### config.mk
export PLATFORM = sky130hd
export DESIGN_NAME = lkr_cell
export DESIGN_NICKNAME = d
export VERILOG_FILES = /design/src/hw/rtl/lru_k_frame_replacer_top_assert.svh /design/src/hw/rtl/lkr_pkg.sv /design/src/hw/rtl/lkr_cell.sv
export SDC_FILE = /design/constraint.sdc
export NUM_CORES = 1
export LEC_CHECK = 0
export BUFFER_PORTS_ARGS = -buffer_cell sky130_fd_sc_hd__buf_2
export CAP_MARGIN = 30
export CORE_MARGIN = 3
export CORE_UTILIZATION = 30
export CTS_BUF_LIST = sky130_fd_sc_hd__clkbuf_8
export DETAILED_ROUTE_END_ITERATION = 12
export GPL_ROUTABILITY_DRIVEN = 0
export PLACE_DENSITY = 0.64
export SLEW_MARGIN = 5
export SYNTH_ARGS = -nofsm -noshare
export SYNTH_HDL_FRONTEND = slang
export SYNTH_SLANG_ARGS = --single-unit
### constraint.sdc
create_clock -name i_clk -period 1.5 [get_ports i_clk]
set_input_delay 0.075 -clock i_clk [delete_from_list [all_inputs] [get_ports i_clk]]
set_output_delay 0.075 -clock i_clk [all_outputs]
set_load 0.05 [all_outputs]
### src/hw/rtl/lru_k_frame_replacer_top_assert.svh
// assertion macros for the lru-k frame replacer
// used by lru_k_frame_replacer_top; expects i_clk and i_rst_n in scope
`ifndef LRU_K_FRAME_REPLACER_TOP_ASSERT_SVH
`define LRU_K_FRAME_REPLACER_TOP_ASSERT_SVH

// same-cycle implication, off during reset
`define LKR_ASSERT_IMPL(lbl, ante, cons) \
    lbl: assert property (@(posedge i_clk) disable iff (!i_rst_n) (ante) |-> (cons)) \
        else $error("lkr same-cycle check failed");

// next-cycle implication, off during reset
`define LKR_ASSERT_NEXT(lbl, ante, cons) \
    lbl: assert property (@(posedge i_clk) disable iff (!i_rst_n) (ante) |=> (cons)) \
        else $error("lkr next-cycle check failed");

`endif

### src/hw/rtl/lkr_pkg.sv
// shared types, sizes and helpers of the lru-k frame replacer
// no dependencies
`default_nettype none

package lkr_pkg;

    localparam int FRAMES   = 64;
    localparam int K_MAX    = 8;
    localparam int TS_WIDTH = 32;

    localparam int FW    = $clog2(FRAMES);
    localparam int HW    = (K_MAX > 1) ? $clog2(K_MAX) : 1;
    localparam int NW    = $clog2(K_MAX + 1);
    localparam int CNT_W = $clog2(FRAMES + 1);
    localparam int AW    = $clog2(FRAMES * K_MAX);

    localparam logic [1:0] MODE_ACCESS = 2'd0;
    localparam logic [1:0] MODE_UNPIN  = 2'd1;
    localparam logic [1:0] MODE_EVICT  = 2'd2;
    localparam logic [1:0] MODE_NOP    = 2'd3;

    typedef struct packed {
        logic [1:0] mode;
        logic [5:0] frame;
    } t_in;

    typedef struct packed {
        logic       victim_valid;
        logic [5:0] victim_frame;
        logic [6:0] evictable_count;
    } t_out;

    // per-frame bookkeeping held in one cell
    typedef struct packed {
        logic          known;
        logic          mark;
        logic [NW-1:0] fill;
        logic [HW-1:0] head;
    } t_cell_state;

    typedef struct packed {
        logic shift;
        logic wr;
    } t_cell_ctl;

    // one scanned frame as seen by the picker
    typedef struct packed {
        logic                valid;
        logic                mark;
        logic                inf;
        logic [TS_WIDTH-1:0] old;
        logic [FW-1:0]       frame;
    } t_cand;

    // effective k: zero acts as one, large values clip to K_MAX
    function automatic logic [NW-1:0] eff_k(input logic [3:0] k);
        logic [NW-1:0] r;
        if (k == 4'd0) begin
            r = NW'(1);
        end else if (32'(k) > K_MAX) begin
            r = NW'(K_MAX);
        end else begin
            r = NW'(k);
        end
        return r;
    endfunction

    // ring slot of the j-th most recent entry
    function automatic logic [HW-1:0] ring_slot(input logic [HW-1:0] head,
                                                input logic [NW-1:0] j);
        int t;
        t = int'(head) + K_MAX - int'(j);
        if (t >= K_MAX) begin
            t = t - K_MAX;
        end
        return HW'(t);
    endfunction

    function automatic logic [AW-1:0] hist_addr(input logic [FW-1:0] f,
                                                input logic [HW-1:0] s);
        return AW'(AW'(f) * AW'(K_MAX)) + AW'(s);
    endfunction

endpackage

`default_nettype wire

### src/hw/rtl/lkr_cell.sv
// one cell of the frame chain: bookkeeping of a single frame
// depends on lkr_pkg
`default_nettype none

module lkr_cell (
    input  wire                  i_clk,
    input  wire                  i_rst_n,
    input  lkr_pkg::t_cell_ctl   i_ctl,
    input  lkr_pkg::t_cell_state i_wr_state,
    input  lkr_pkg::t_cell_state i_nbr,
    output lkr_pkg::t_cell_state o_state
);

    lkr_pkg::t_cell_state r_state;

    // rotate along the chain during a scan, else take a local update
    always_ff @(posedge i_clk) begin
        if (!i_rst_n) begin
            r_state <= '0;
        end else if (i_ctl.shift) begin
            r_state <= i_nbr;
        end else if (i_ctl.wr) begin
            r_state <= i_wr_state;
        end
    end

    assign o_state = r_state;

endmodule

`default_nettype wire

==> run_results.csv, run 1 <==
group,metric,value,unit
sta,fmax,1115,MHz
critical_path,max_stage_delay,0.32,ns
critical_path,crit_chain,"buf_2",
place,io_buffers,30,
outcome,status,"complete, no violations",
critical_path,crit_type,"flop to output port",
layout,largest_register_ffs,9,
drt,wl,1085,um
critical_path,reg2reg_to,"o_state[8]",
critical_path,r2r_start,"o_state[8]",
clock_network,htree_num_levels,1,
place,hpwl,769.6,um
critical_path,crit_required,1.42,ns
die,rows,13,
yosys,yosysWarnings,0,
clock_network,hold_buffers,0,
run,maxCapViolCount,0,
layout,final_nets,93,
clock_network,clkTransAtPathRegs,0.05,ns
clock_network,clockBufferDepth,2,
critical_path,crit_fanout,2,
clock_network,post_cts_buffers,0,
yosys,syn-num-nets,61,
critical_path,critPathArrivalTime,0.82,ns
global_routing,grt_max_degree,19,
clock_network,clk_latency,0.24,ns
layout,synthToLayoutAreaGrowth,40.26,%
die,start_util,0.3444,
worst_hold_path,hp-start,"i_nbr[6]",
clock_network,cts_tree,"yes",
worst_hold_path,min_to,"o_state[6]",
global_routing,grt_pass1_wl,1587,um
critical_path,critPathBufInv,1,
drt,vias_per_cell,4.906,
clock_network,cts.repair.resized,0,
sta,drv_slew,0,
yosys,synth_seq_cells,9,
sta,setup_viol,0,
sta,final_hold_viol_count,0,
clock_network,cts_buffers,3,
layout,stdcell_count,85,
critical_path,slowest_stage,"dfxtp_1",
sta,finalClockSkew,0,ns
layout,nFillCells,147,
drt,drc_errors,0,
drt,drt_first_pass_iters,2,
drt,ant_nets,0,
yosys,yosysUniqueCellTypes,7,
layout,layout_commonest_cell,"buf_2",
worst_hold_path,worstHoldPathType,"input pin to flop",
global_routing,grt-ovfl-total,0,
sta,relSlewSlack,0.7956,
layout,final_cell_mix,"buf_2 (30), mux2_4 (9), nand2b_1 (9), o211a_1 (9), dfxtp_1 (9)",
sta,fin_crit,0.8969,ns
die,ios,31,
global_routing,antenna_found_initial,0,
die,die_h,46.07,um
sta,rsz0062_at_grt,"no",
critical_path,cp-start-kind,"flop",
global_routing,track_usage,0.1124,
sta,worst_pin_slew,0.3066,ns
sta,fin_crit_sh,0.5979,
die,die_area,2122,um^2
power_and_ir_drop,irDropWorstVdd,0.6208,mV
layout,drive_above_1_share,0.6000,
sta,fin_tns_setup,0,ns
place,dpl.cell_count,81,
critical_path,cpLargestDelayFamily,"flip-flops",
critical_path,r2r_slack,0.63,ns
die,die-width,46.07,um
yosys,yosys.area.top_type,"dfxtp_1",
critical_path,worstSetupEndpointType,"output port",
global_routing,grt_pass1_vias,397,
power_and_ir_drop,cellLeakagePower,0.0004160,uW
critical_path,reg2reg_depth,2,
yosys,synth_area_leaders,"dfxtp_1 (37%), mux2_4 (28%), o211a_1 (19%)",
die,coreArea,1399,um^2
yosys,synthCells,39,
yosys,syn-cell-area,481.7,um^2
power_and_ir_drop,power_density,1081,nW/um^2
worst_hold_path,hold-path-cell-count,3,
drt,vias,417,
yosys,synth_area_per_cell,12.35,um^2
drt,wl_per_cell,12.76,um
yosys,synth.top_cell.area_share,0.3740,
layout,antennaDiodeCount,0,
clock_network,clock_sinks,9,
drt,drt_iter0_markers,2,
clock_network,clockRootBuffer,"clkbuf_8",
yosys,ys_seq_area_frac,0.3740,
-- kinds of logic (layout without fill, tap and decap cells) --
group / after synthesis / after routing / synth area share
AND/OR/NAND/NOR: 9 / 9 / 0.1169
buffers and inverters: 3 / 34 / 0.04154
multiplexers: 9 / 9 / 0.2805
AO/OA/AOI/OAI: 9 / 9 / 0.1870
flip-flops: 9 / 9 / 0.3740
-- per-stage QoR --
step                      setup WS (ns)  hold WS, ns  power [uW]  utilization  instance area, um^2
after floorplan                  0.4130       0.2692       407.9            -                481.7
after global placement           0.5025       0.3966       455.8       0.4508                630.6
after detailed placement         0.4889       0.4012       457.5       0.4508                630.6
after CTS                        0.5890       0.1547       745.0       0.4830                675.6
after global routing             0.5597       0.1670       769.4       0.4830                675.6
final                            0.6031       0.1576       730.7       0.4830                675.6
-- area by class of cell --
cell class                 instances  area, um^2  share of cell area
timing repair buffer              30       150.1              0.2222
clock buffer                       3       41.29             0.06111
clock inverter                     1       3.754            0.005556
tap                               15       18.77             0.02778
sequential                         9       180.2              0.2667
multi-input combinational         27       281.5              0.4167
-- worst max path at each step --
stage	from	end	slack, ns	depth (start not counted)
2_1_floorplan	o_state[0]	o_state[0]	0.41	2
3_3_place_gp	i_ctl[0]	o_state[7]	0.50	3
3_5_place_dp	i_ctl[0]	o_state[4]	0.49	3
4_1_cts	o_state[6]	o_state[6]	0.59	1
5_1_grt	o_state[0]	o_state[0]	0.56	1
6_report	o_state[1]	o_state[1]	0.60	1
-- Yosys cell counts --
cell type and number:
dfxtp_1 9, mux2_4 9, nand2b_1 9, o211a_1 9
buf_1 1, buf_2 1, buf_6 1
-- routing by layer --
layer  GRT usage  wire (um)  up-vias
met4     0.06818         29        0
met1      0.1038        427      192
met5           0          0        -
met2      0.1923        517       20
met3     0.05859        111        3
li1            -          -      202
-- where the power goes --
group | total (uW) | internal (uW) | leakage [uW] | switching (uW)
registers | 267 | 259 | 0.0000751 | 7.94
clock network | 279 | 179 | 0.0000269 | 100
logic | 186 | 80.4 | 0.000314 | 105
Power figures use the tool's default switching activity.
==> run 2: changes to the inputs <==
--- a/config.mk
+++ b/config.mk
@@ -12,7 +12,7 @@
 export CTS_BUF_LIST = sky130_fd_sc_hd__clkbuf_8
 export DETAILED_ROUTE_END_ITERATION = 12
 export GPL_ROUTABILITY_DRIVEN = 0
-export PLACE_DENSITY = 0.64
+export PLACE_DENSITY = 0.66
 export SLEW_MARGIN = 5
 export SYNTH_ARGS = -nofsm -noshare
 export SYNTH_HDL_FRONTEND = slang
==> constraint.sdc (replaced) <==
create_clock -name i_clk -period 0.8 [get_ports i_clk]
set_input_delay 0.04 -clock i_clk [delete_from_list [all_inputs] [get_ports i_clk]]
set_output_delay 0.04 -clock i_clk [all_outputs]
set_load 0.05 [all_outputs]
==> run_results.csv, run 2 (same netlist as run 1, synthesis figures left out) <==
group,metric,value,unit
layout,antennaDiodeCount,0,
power_and_ir_drop,clkPwrFrac,0.359,
clock_network,cts_buffers,3,
critical_path,crit_required,0.91,ns
sta,drv_slew,0,
power_and_ir_drop,cellLeakagePower,0.0004300,uW
die,coreArea,1399,um^2
layout,synthToLayoutAreaGrowth,56.10,%
sta,finalClockSkew,0,ns
die,rows,13,
sta,fin_crit,0.9048,ns
place,dpl.cell_count,81,
critical_path,crit_chain,"mux2_4, o211a_1",
place,dpl-instance-area,664.4,um^2
layout,stdcell_count,85,
layout,drive_above_1_share,0.7286,
clock_network,clockBufferDepth,2,
drt,drc_errors,0,
die,ios,31,
critical_path,cp-start-kind,"flop",
clock_network,clock_sinks,9,
clock_network,htree_num_levels,1,
sta,rsz0062_at_grt,"yes",
clock_network,clk_latency,0.22,ns
global_routing,track_usage,0.1091,
layout,final_area,752.0,um^2
die,die_h,46.07,um
clock_network,cts_tree,"yes",
sta,worst_pin_slew,0.2996,ns
clock_network,clkTransAtPathRegs,0.04,ns
power_and_ir_drop,swShare,0.2762,
drt,vias_per_cell,4.706,
critical_path,max_stage_delay,0.34,ns
critical_path,worstSetupEndpointType,"flop",
critical_path,reg2reg_depth,2,
critical_path,r2r_slack,-0.10,ns
drt,vias,400,
layout,final_util,0.5376,
sta,final_hold_viol_count,0,
layout,largest_register_ffs,9,
clock_network,clockRootBuffer,"clkbuf_8",
place,io_buffers,30,
die,start_util,0.3444,
outcome,status,"complete, but fails checks",
run,maxCapViolCount,0,
critical_path,r2r_start,"o_state[7]",
critical_path,crit_end,"o_state[7]",
critical_path,critPathArrivalTime,1.02,ns
global_routing,grt_pass1_vias,388,
layout,layout_commonest_cell,"buf_2",
critical_path,crit_type,"flop to flop",
power_and_ir_drop,irDropWorstVdd,0.9570,mV
sta,fin_tns_setup,-0.9560,ns
critical_path,cp-startpoint,"o_state[7]",
power_and_ir_drop,switchingPower,379.4,uW
critical_path,reg2reg_to,"o_state[7]",
global_routing,grt_pass1_wl,1573,um
sta,fin_crit_sh,1.131,
drt,wl_per_cell,13.01,um
sta,relSlewSlack,0.8003,
global_routing,grt_max_degree,19,
sta,setup_viol,10,
layout,nFillCells,139,
worst_hold_path,worstHoldPathType,"input pin to flop",
drt,drt_iter0_markers,0,
die,die_area,2122,um^2
power_and_ir_drop,power_density,1827,nW/um^2
layout,final_nets,93,
critical_path,crit_fanout,2,
die,die-width,46.07,um
drt,drt_first_pass_iters,1,
sta,setup_ws,-0.1048,ns
sta,fmax,1105,MHz
drt,wl,1106,um
place,hpwl,821.1,um
layout,final_cell_mix,"buf_2 (22), mux2_4 (9), nand2b_1 (9), o211a_1 (9), dfxtp_4 (9)",
drt,ant_nets,0,
power_and_ir_drop,combinationalPowerShare,0.276,
global_routing,grt-ovfl-total,0,
sta,hold_ws,0.1264,ns
power_and_ir_drop,p_seq_frac,0.365,
clock_network,hold_buffers,0,
critical_path,slowest_stage,"dfxtp_4",
power_and_ir_drop,p_int,994.5,uW
outcome,violations,"negative setup slack",
global_routing,antenna_found_initial,0,
-- run 2: worst max-delay path: cells and delay by family (launching register included) --
kind	cells	cell delay (ns)
compound gates	1	0.20
mux	1	0.26
flops	1	0.34
-- run 2: how the worst min path moves through the flow --
| stage | start | end | slack, ns | depth (start not counted) |
|---|---|---|---|---|
| 4_1_cts | i_nbr[4] | o_state[4] | 0.13 | 3 |
| 5_1_grt | i_nbr[4] | o_state[4] | 0.13 | 3 |
| 3_5_place_dp | i_nbr[4] | o_state[4] | 0.36 | 3 |
| 6_report | i_rst_n | o_state[4] | 0.13 | 2 |
| 2_1_floorplan | i_ctl[1] | o_state[0] | 0.22 | 2 |
| 3_3_place_gp | i_nbr[5] | o_state[5] | 0.36 | 3 |
-- run 2: area by class of cell --
type / count / area [um^2] / share of cell area
Multi-Input combinational cell: 27 / 281.5 / 0.3744
Sequential cell: 9 / 214.0 / 0.2845
Timing Repair Buffer: 30 / 192.7 / 0.2562
Clock buffer: 3 / 41.29 / 0.05491
Tap cell: 15 / 18.77 / 0.02496
Clock inverter: 1 / 3.754 / 0.004992
-- run 2: what timing repair did --
action,4_1_cts,5_1_grt
gates resized for setup,8,6
buffers inserted,0,0
endpoints found under the setup margin,18,18
-- run 2: power groups by stage --
stage | Clock [uW] | Combinational (uW) | Sequential [uW]
2_1_floorplan | 0 | 136 | 626
3_3_place_gp | 0 | 346 | 503
3_5_place_dp | 0 | 351 | 503
4_1_cts | 516 | 369 | 498
5_1_grt | 539 | 402 | 505
6_report | 493 | 379 | 502
-- run 2: metal layers --
metal,vias up,wire length (um),global-route usage
met1,180,458,0.1224
met3,2,92,0.05078
met4,0,8,0.05114
met5,-,0,0
met2,16,546,0.1731
li1,202,-,-
-- run 2: stage by stage --
stage          worst slack, ns  total power (uW)
4_1_cts                -0.1148              1384
6_report               -0.1048              1374
2_1_floorplan          -0.1574             762.3
5_1_grt                -0.1255              1447
3_3_place_gp           -0.1513             848.8
3_5_place_dp           -0.1799             854.1
