**src/hw/rtl/lru_k_frame_replacer_top_assert.svh**
```systemverilog
// assertion macros for the lru-k frame replacer
// used by lru_k_frame_replacer_top; expects i_clk and i_rst_n in scope
`ifndef LRU_K_FRAME_REPLACER_TOP_ASSERT_SVH
`define LRU_K_FRAME_REPLACER_TOP_ASSERT_SVH

// same-cycle implication, off during reset
`define LKR_ASSERT_IMPL(lbl, ante, cons) \
    lbl: assert property (@(posedge i_clk) disable iff (!i_rst_n) (ante) |-> (cons)) \
        else $error("lkr same-cycle check failed");

// next-cycle implication, off during reset
`define LKR_ASSERT_NEXT(lbl, ante, cons) \
    lbl: assert property (@(posedge i_clk) disable iff (!i_rst_n) (ante) |=> (cons)) \
        else $error("lkr next-cycle check failed");

`endif

```
**src/hw/rtl/lkr_pkg.sv**
```systemverilog
// shared types, sizes and helpers of the lru-k frame replacer
// no dependencies
`default_nettype none

package lkr_pkg;

    localparam int FRAMES   = 64;
    localparam int K_MAX    = 8;
    localparam int TS_WIDTH = 32;

    localparam int FW    = $clog2(FRAMES);
    localparam int HW    = (K_MAX > 1) ? $clog2(K_MAX) : 1;
    localparam int NW    = $clog2(K_MAX + 1);
    localparam int CNT_W = $clog2(FRAMES + 1);
    localparam int AW    = $clog2(FRAMES * K_MAX);

    localparam logic [1:0] MODE_ACCESS = 2'd0;
    localparam logic [1:0] MODE_UNPIN  = 2'd1;
    localparam logic [1:0] MODE_EVICT  = 2'd2;
    localparam logic [1:0] MODE_NOP    = 2'd3;

    typedef struct packed {
        logic [1:0] mode;
        logic [5:0] frame;
    } t_in;

    typedef struct packed {
        logic       victim_valid;
        logic [5:0] victim_frame;
        logic [6:0] evictable_count;
    } t_out;

    // per-frame bookkeeping held in one cell
    typedef struct packed {
        logic          known;
        logic          mark;
        logic [NW-1:0] fill;
        logic [HW-1:0] head;
    } t_cell_state;

    typedef struct packed {
        logic shift;
        logic wr;
    } t_cell_ctl;

    // one scanned frame as seen by the picker
    typedef struct packed {
        logic                valid;
        logic                mark;
        logic                inf;
        logic [TS_WIDTH-1:0] old;
        logic [FW-1:0]       frame;
    } t_cand;

    // effective k: zero acts as one, large values clip to K_MAX
    function automatic logic [NW-1:0] eff_k(input logic [3:0] k);
        logic [NW-1:0] r;
        if (k == 4'd0) begin
            r = NW'(1);
        end else if (32'(k) > K_MAX) begin
            r = NW'(K_MAX);
        end else begin
            r = NW'(k);
        end
        return r;
    endfunction

    // ring slot of the j-th most recent entry
    function automatic logic [HW-1:0] ring_slot(input logic [HW-1:0] head,
                                                input logic [NW-1:0] j);
        int t;
        t = int'(head) + K_MAX - int'(j);
        if (t >= K_MAX) begin
            t = t - K_MAX;
        end
        return HW'(t);
    endfunction

    function automatic logic [AW-1:0] hist_addr(input logic [FW-1:0] f,
                                                input logic [HW-1:0] s);
        return AW'(AW'(f) * AW'(K_MAX)) + AW'(s);
    endfunction

endpackage

`default_nettype wire

```
**src/hw/rtl/lkr_pick.sv**
```systemverilog
// victim picker: keeps the best evictable frame seen in a scan
// depends on lkr_pkg
`default_nettype none

module lkr_pick (
    input  wire                      i_clk,
    input  wire                      i_rst_n,
    input  wire                      i_clear,
    input  lkr_pkg::t_cand           i_cand,
    output logic                     o_have,
    output logic [lkr_pkg::FW-1:0]   o_frame
);

    logic                         r_have;
    logic                         r_inf;
    logic [lkr_pkg::TS_WIDTH-1:0] r_old;
    logic [lkr_pkg::FW-1:0]       r_frame;
    logic                         w_win;

    // larger distance means smaller oldest stamp; strict so low index keeps ties
    always_comb begin
        w_win = !r_have || (i_cand.inf && !r_inf) ||
                ((i_cand.inf == r_inf) && (i_cand.old < r_old));
    end

    always_ff @(posedge i_clk) begin
        if (!i_rst_n) begin
            r_have <= 1'b0;
        end else if (i_clear) begin
            r_have <= 1'b0;
        end else if (i_cand.valid && i_cand.mark && w_win) begin
            r_have  <= 1'b1;
            r_inf   <= i_cand.inf;
            r_old   <= i_cand.old;
            r_frame <= i_cand.frame;
        end
    end

    assign o_have  = r_have;
    assign o_frame = r_frame;

endmodule

`default_nettype wire

```
**config.mk**
```make
export PLATFORM = sky130hd
export DESIGN_NAME = lkr_pick
export DESIGN_NICKNAME = d
export VERILOG_FILES = /design/src/hw/rtl/lru_k_frame_replacer_top_assert.svh /design/src/hw/rtl/lkr_pkg.sv /design/src/hw/rtl/lkr_pick.sv
export SDC_FILE = /design/constraint.sdc
export NUM_CORES = 1
export LEC_CHECK = 0
export ABC_CLOCK_PERIOD_IN_PS = 10350
export BUFFER_PORTS_ARGS = -buffer_cell sky130_fd_sc_hd__buf_2
export CAP_MARGIN = 20
export CELL_PAD_IN_SITES_DETAIL_PLACEMENT = 1
export CELL_PAD_IN_SITES_GLOBAL_PLACEMENT = 1
export CORE_MARGIN = 3
export CORE_UTILIZATION = 33
export CTS_CLUSTER_DIAMETER = 60
export DETAILED_ROUTE_END_ITERATION = 10
export PLACE_DENSITY_LB_ADDON = 0.25
export SYNTH_ARGS = -nofsm -noshare
export SYNTH_HDL_FRONTEND = slang
export SYNTH_SLANG_ARGS = --single-unit
```
**constraint.sdc**
```tcl
create_clock -name i_clk -period 10.35 [get_ports i_clk]
set_input_delay 2.07 -clock i_clk [delete_from_list [all_inputs] [get_ports i_clk]]
set_output_delay 2.07 -clock i_clk [all_outputs]
set_load 0.02 [all_outputs]
```
==> results of run 1 <==
-- per-stage QoR --
stage	total power, mW	worst slack (ps)	cell area [um^2]	hold WS (ps)	cells
after floorplan	0.202	5300	2060	592	157
after global placement	0.217	5580	2420	525	283
after detailed placement	0.217	5500	2420	547	283
after CTS	0.317	5790	2500	561	290
after global routing	0.329	5630	2500	600	290
final	0.311	5860	2500	554	290
-- critical path: stages --
cell,delay [ps]
sky130_fd_sc_hd__buf_2,110
sky130_fd_sc_hd__ha_1,320
sky130_fd_sc_hd__nand4_1,130
sky130_fd_sc_hd__nor3_2,60
sky130_fd_sc_hd__a221oi_1,310
sky130_fd_sc_hd__o211ai_1,200
sky130_fd_sc_hd__a211oi_4,820
sky130_fd_sc_hd__buf_4,440
-- state kept, by name, summed over array words and instances, names as in the netlist --
register  cells
o_frame       6
o_have        1
r_inf         1
r_old        32
-- power by group --
group	internal [mW]	total [mW]	switching [mW]
Sequential	0.181	0.182	0.000775
Clock	0.0459	0.0985	0.0526
Combinational	0.0151	0.0312	0.0161
-- synthesized netlist by cell type --
| master | n |
|---|---|
| sky130_fd_sc_hd__a2111oi_4 | 1 |
| sky130_fd_sc_hd__a211oi_2 | 1 |
| sky130_fd_sc_hd__a21o_1 | 3 |
| sky130_fd_sc_hd__a21oi_1 | 11 |
| sky130_fd_sc_hd__a221oi_1 | 2 |
| sky130_fd_sc_hd__and4_1 | 2 |
| sky130_fd_sc_hd__and4b_1 | 1 |
| sky130_fd_sc_hd__dfxtp_1 | 1 |
| sky130_fd_sc_hd__edfxtp_1 | 39 |
| sky130_fd_sc_hd__ha_1 | 32 |
| sky130_fd_sc_hd__inv_1 | 32 |
| sky130_fd_sc_hd__nand2_1 | 10 |
| sky130_fd_sc_hd__nand2b_1 | 2 |
| sky130_fd_sc_hd__nand2b_2 | 1 |
| sky130_fd_sc_hd__nand2b_4 | 1 |
| sky130_fd_sc_hd__nand3_1 | 2 |
| sky130_fd_sc_hd__nand4_1 | 2 |
| sky130_fd_sc_hd__nor2_1 | 2 |
| sky130_fd_sc_hd__nor2_2 | 1 |
| sky130_fd_sc_hd__nor3_2 | 1 |
| sky130_fd_sc_hd__nor3b_1 | 1 |
| sky130_fd_sc_hd__o2111ai_1 | 1 |
| sky130_fd_sc_hd__o211ai_1 | 2 |
| sky130_fd_sc_hd__o21a_1 | 2 |
| sky130_fd_sc_hd__o21ai_0 | 2 |
| sky130_fd_sc_hd__o21ai_1 | 1 |
| sky130_fd_sc_hd__or4_1 | 1 |
-- worst max path at each step --
stage	start	to	slack [ps]	cells past startpoint
global placement	i_cand[20]	r_old[3]	5580	8
finish	i_cand[20]	r_old[5]	5860	8
detailed placement	i_cand[20]	r_old[14]	5500	8
CTS	i_cand[20]	r_old[30]	5790	8
global route	i_cand[20]	r_old[31]	5630	8
floorplan	i_cand[20]	o_frame[0]	5300	6
-- routing by layer --
metal / track usage / vias up / wire length [um]
met1: 0.144 / 631 / 1660
met3: 0.0330 / 7 / 191
met5: 0 / - / 0
met2: 0.195 / 29 / 1870
li1: - / 681 / -
met4: 0.0432 / 0 / 58
-- logic make-up (layout without fill, tap and decap cells) --
group | count (synthesis) | in the layout
flops | 40 | 40
fa+ha+maj | 32 | 32
buf+inv | 32 | 90
simple gates | 27 | 27
compound gates | 26 | 26
-- layout make-up --
type	instances	area, um^2
clock buffers	6	72.6
clock inverters	1	5.00
fillers	666	3490
inverters	32	120
multi-input cells	85	758
flip-flops and latches	40	1190
well taps	75	93.8
repair buffers	51	258
==> impl_summary.log, run 1 <==
[metrics] detailed-placement wirelength estimate: between 3000 and 4000 um
[metrics] clock-pin slew on the worst setup and hold paths: 70 ps
[metrics] deepest level of the CTS H-tree: 2
[metrics] R2R depth: 8
[metrics] Synth Area in Compound Gates: 0.0916
[metrics] cell type contributing the most total cell area after synthesis: sky130_fd_sc_hd__edfxtp_1
[metrics] # Post-CTS Setup Buffers: 0
[metrics] antenna cells: 0
[metrics] Starting Density: 0.344
[metrics] routed vias/inst: 4.65
[metrics] data required time at the worst endpoint: 10320 ps
[metrics] share of Yosys cell area claimed by the top area cell type: 0.568
[metrics] largest family of logic cells by synthesized area: adder cells
[metrics] All-Layer GR Usage: 0.117
[metrics] crit path launch type: input pin
[metrics] iteration count of the initial detailed-routing pass: 4
[metrics] Finished Core Util: 0.417
[metrics] Row Count: 28
[metrics] fraction of the mapped netlist area in simple logic gates: 0.0783
[metrics] maximum buffer depth of the clock tree: 2
[metrics] fraction of the yosys area taken by sequential cells: 0.578
[metrics] Boundary Pins: 51
[metrics] routed length per instance: 13.0 um
[metrics] Synth Instances: 157
[metrics] Register-to-Register Setup Slack: 7390 ps
[metrics] number of nets still failing antenna checks after routing: 0
[metrics] post-synthesis instance area: 2060 um^2
[metrics] number of buffers added to fix hold violations after cts: 0
[metrics] Area contributors post-synth: sky130_fd_sc_hd__edfxtp_1 (57%), sky130_fd_sc_hd__ha_1 (19%), sky130_fd_sc_hd__inv_1 (5.8%)
[metrics] depth of the worst hold-timing path: 2
[metrics] critical path start-end classification: in -> reg
[metrics] setup repair after global routing missed its margin: no
[metrics] transition time at the pin with the least slew margin: 908 ps
[metrics] total clock buffers created by CTS: 5
[metrics] final weighted congestion of routability-driven global placement: 0.716
[metrics] Total Negative Setup Slacks: 0 ps
[metrics] pin count of the biggest net entering global routing: 23
[metrics] vias in the first global route: 1444
[metrics] CTS tree: done
[metrics] Synth Register Bits: 40
[metrics] area overhead of the layout relative to synthesis: 21.2%
[metrics] Crit. End Element: flip-flop
[metrics] clk_skew: 6.12 ps
[metrics] outcome: finished, final reports clean
[metrics] DR DRC count: 0
[metrics] die extent in x: 85.0 um
[metrics] commonest non-fill, non-tap cells in the layout: sky130_fd_sc_hd__buf_2 (50), sky130_fd_sc_hd__edfxtp_1 (39), sky130_fd_sc_hd__inv_1 (32), sky130_fd_sc_hd__ha_1 (32), sky130_fd_sc_hd__a21oi_1 (11)
[metrics] relative slew slack: 0.392
[metrics] Total Routed Length: 3780 um
[metrics] clock period minus final worst setup slack: 4490 ps
[metrics] latest clock arrival within the worst-skew pair: 290 ps
[metrics] XOR/XNOR share of the synthesized area: 0
[metrics] wire length of the first global-routing pass: approximately 6700 um
[metrics] count of vias placed by the detailed router: 1348
[metrics] Clock Sinks: 40
[metrics] Die Area: 7230 um^2
[metrics] initial antenna violation count: 0
[metrics] Die Y-Extent: 85.0 um
[metrics] post-synth net total: 233
[metrics] grt total ovfl: 0
[metrics] core area: 5990 um^2
[metrics] synth unique cells: 27
[metrics] Worst Hold Path EP: o_have
[metrics] Yosys warning total: 0
[metrics] maximum VDD drop: 0.0000802 V
[metrics] Hold Fails Final Rpt: 0
[metrics] P per Cell Area: 125 nW/um^2
[metrics] worst min path class: reg -> reg
[metrics] Final Max Tran Viols: 0
[metrics] startpoint of the worst register-to-register path: r_old[14]
[metrics] port bufs: 50
[metrics] number of nets in the layout: roughly 290
[metrics] Reg2Reg Capture Point: r_old[5]
[metrics] number of maximum-capacitance violations: 0
[metrics] share of cell area taken by muxes after synthesis: 0
[metrics] initial DRC count: 31
[metrics] layout cell share with drive strength beyond 1: 0.293
[metrics] Worst Hold Launch: o_have
[metrics] final period utilization: 0.434
[metrics] data arrival time of the critical path: 4450 ps
[metrics] Adder-Cell Fraction of Synth Area: 0.194
[metrics] Final setup viols: 0
[metrics] most frequent standard cell in the layout excluding fill and tap cells: sky130_fd_sc_hd__buf_2
[metrics] cell at the root of the clock tree: sky130_fd_sc_hd__clkbuf_8
[metrics] Leak: 1.14 nW
[metrics] mean instance size in the synthesized netlist: 13.1 um^2
[metrics] max frequency: between 0.2 and 0.25 GHz
[metrics] number of gates resized after cts: 0
[metrics] Worst Path Max Fanout: 22
No activity file was read; power rests on OpenSTA's default activity.
==> run 2, diff against run 1 <==
--- a/config.mk
+++ b/config.mk
@@ -5,7 +5,7 @@
 export SDC_FILE = /design/constraint.sdc
 export NUM_CORES = 1
 export LEC_CHECK = 0
-export ABC_CLOCK_PERIOD_IN_PS = 10350
+export ABC_CLOCK_PERIOD_IN_PS = 3700
 export BUFFER_PORTS_ARGS = -buffer_cell sky130_fd_sc_hd__buf_2
 export CAP_MARGIN = 20
 export CELL_PAD_IN_SITES_DETAIL_PLACEMENT = 1
==> constraint.sdc (replaced) <==
create_clock -name i_clk -period 3.7 [get_ports i_clk]
set_input_delay 0.74 -clock i_clk [delete_from_list [all_inputs] [get_ports i_clk]]
set_output_delay 0.74 -clock i_clk [all_outputs]
set_load 0.02 [all_outputs]
==> run 2 against run 1 <==
  * Global-route usage decreased by 0.44 points
  * Register-to-register slack got worse by 6000 ps
  * Combinational power increased to 2.8 times the previous value
  * Routed wire length decreased by 0.21%
  * Hold slack got worse by 16 ps
  * Count of clock-buffer cells in the layout decreased by 1
  * Sequential share of layout area decreased by 0.43 points
  * Clock skew increased by 1.6 ps
==> impl_summary.log, run 2 (synthesized netlist as in run 1, its figures left out) <==
[metrics] outcome: finished, final reports clean
[metrics] critical path start-end classification: in -> reg
[metrics] Starting Density: 0.344
[metrics] Finished Core Util: 0.421
[metrics] data arrival time of the critical path: 2440 ps
[metrics] post-placement cell count: 284
[metrics] All-Layer GR Usage: 0.112
[metrics] number of nets still failing antenna checks after routing: 0
[metrics] die extent in x: 85.0 um
[metrics] initial antenna violation count: 0
[metrics] # Post-CTS Setup Buffers: 0
[metrics] busiest metal layer after global routing: met2
[metrics] wire length of the first global-routing pass: 6290 um
[metrics] Row Count: 28
[metrics] relative slew slack: 0.787
[metrics] port bufs: 50
[metrics] transition time at the pin with the least slew margin: 319 ps
[metrics] Boundary Pins: between 50 and 60
[metrics] count of vias placed by the detailed router: 1332
[metrics] core area: between 5000 and 6000 um^2
[metrics] Die Area: ~7200 um^2
[metrics] pin count of the biggest net entering global routing: 22
[metrics] Clock Sinks: 40
[metrics] setup repair after global routing missed its margin: no
[metrics] total clock buffers created by CTS: 5
[metrics] number of maximum-capacitance violations: 0
[metrics] number of nets in the layout: 292
[metrics] Final setup viols: 0
[metrics] number of buffers added to fix hold violations after cts: 0
[metrics] detailed-placement wirelength estimate: 3020 um
[metrics] met1 layer usage reported by global route: 0.149
[metrics] clock period minus final worst setup slack: 2470 ps
[metrics] number of gates resized after cts: 0
[metrics] maximum VDD drop: between 0.00015 and 0.0002 V
[metrics] Total Routed Length: 3770 um
[metrics] Crit. End Element: flip-flop
[metrics] Die Y-Extent: 85.0 um
[metrics] flip-flop count of the largest register, all copies and words added: 32
[metrics] initial DRC count: 73
[metrics] layout cell share with drive strength beyond 1: 0.304
[metrics] cell at the root of the clock tree: sky130_fd_sc_hd__clkbuf_8
[metrics] antenna cells: 0
[metrics] deepest level of the CTS H-tree: 2
[metrics] vias in the first global route: 1383
[metrics] register name with the most flops: r_old
[metrics] most frequent standard cell in the layout excluding fill and tap cells: sky130_fd_sc_hd__buf_2
[metrics] total power: 894 uW
[metrics] commonest non-fill, non-tap cells in the layout: sky130_fd_sc_hd__buf_2 (50), sky130_fd_sc_hd__edfxtp_1 (39), sky130_fd_sc_hd__inv_1 (32), sky130_fd_sc_hd__ha_1 (32), sky130_fd_sc_hd__a21oi_1 (11)
[metrics] clock-pin slew on the worst setup and hold paths: 80 ps
[metrics] final weighted congestion of routability-driven global placement: 0.708
[metrics] grt total ovfl: 0
[metrics] DR DRC count: 0
[metrics] Final Max Tran Viols: 0
[metrics] Hold Fails Final Rpt: 0
[metrics] final period utilization: 0.666
[metrics] clk_skew: 7.73 ps
[metrics] routed length per instance: approximately 13 um
[metrics] CTS tree: done
[metrics] data required time at the worst endpoint: 3680 ps
[metrics] maximum buffer depth of the clock tree: 2
[metrics] fraction of met3 tracks used by global routing: 0.0320
[metrics] iteration count of the initial detailed-routing pass: 4
[metrics] P per Cell Area: 355 nW/um^2
[metrics] worst min path class: reg -> reg
[metrics] non-filler cells in the finished layout: ~300
[metrics] latest clock arrival within the worst-skew pair: 300 ps
[metrics] Worst Path Max Fanout: 21
[metrics] area overhead of the layout relative to synthesis: 22.3%
[metrics] max frequency: 0.406 GHz
[metrics] Leak: approximately 1.1 nW
[metrics] crit path launch type: input pin
[metrics] global routing usage on met2: 0.174
[metrics] Total Negative Setup Slacks: 0 ps
[metrics] routed vias/inst: 4.56
-- run 2: final timing paths --
| path | from | to | slack, ps | cells past startpoint |
|---|---|---|---|---|
| setup reg to reg | r_old[14] | r_old[4] | 1430 | 8 |
| hold / removal | o_have | o_have | 540 | 2 |
| hold reg to reg | o_have | o_have | 540 | 2 |
| setup / recovery | i_cand[20] | r_old[4] | 1230 | 8 |
-- run 2: worst max-delay path, stage by stage --
cell,delay (ps)
sky130_fd_sc_hd__buf_2,110
sky130_fd_sc_hd__ha_1,320
sky130_fd_sc_hd__nand4_1,130
sky130_fd_sc_hd__nor3_2,60
sky130_fd_sc_hd__a221oi_1,310
sky130_fd_sc_hd__o211ai_1,190
sky130_fd_sc_hd__a211oi_4,240
sky130_fd_sc_hd__buf_4,320
-- run 2: where the power goes --
part | switching [mW] | internal, mW
Sequential | 0.00213 | 0.506
Clock | 0.164 | 0.134
Combinational | 0.0455 | 0.0424
Total | 0.212 | 0.682
-- run 2: routing by layer --
metal  vias to the layer above  share of wire
met2                        32           0.48
met5                         -              0
met3                         5          0.054
met1                       614           0.45
met4                         0          0.012
li1                        681              -
-- run 2: per-stage QoR --
stage / cell area, um^2 / setup WS [ps] / hold WS [ps]
5_1_grt: 2520 / 1150 / 602
2_1_floorplan: 2070 / 490 / 592
4_1_cts: 2520 / 1250 / 546
3_5_place_dp: 2430 / 936 / 533
3_3_place_gp: 2430 / 978 / 526
6_report: 2520 / 1230 / 538
-- run 2: area by class of cell --
cell class	count	area [um^2]
Tap cell	75	93.8
Clock buffer	5	68.8
Multi-Input combinational cell	85	758
Fill cell	659	3470
Clock inverter	3	23.8
Sequential cell	40	1190
Inverter	32	120
Timing Repair Buffer	52	265
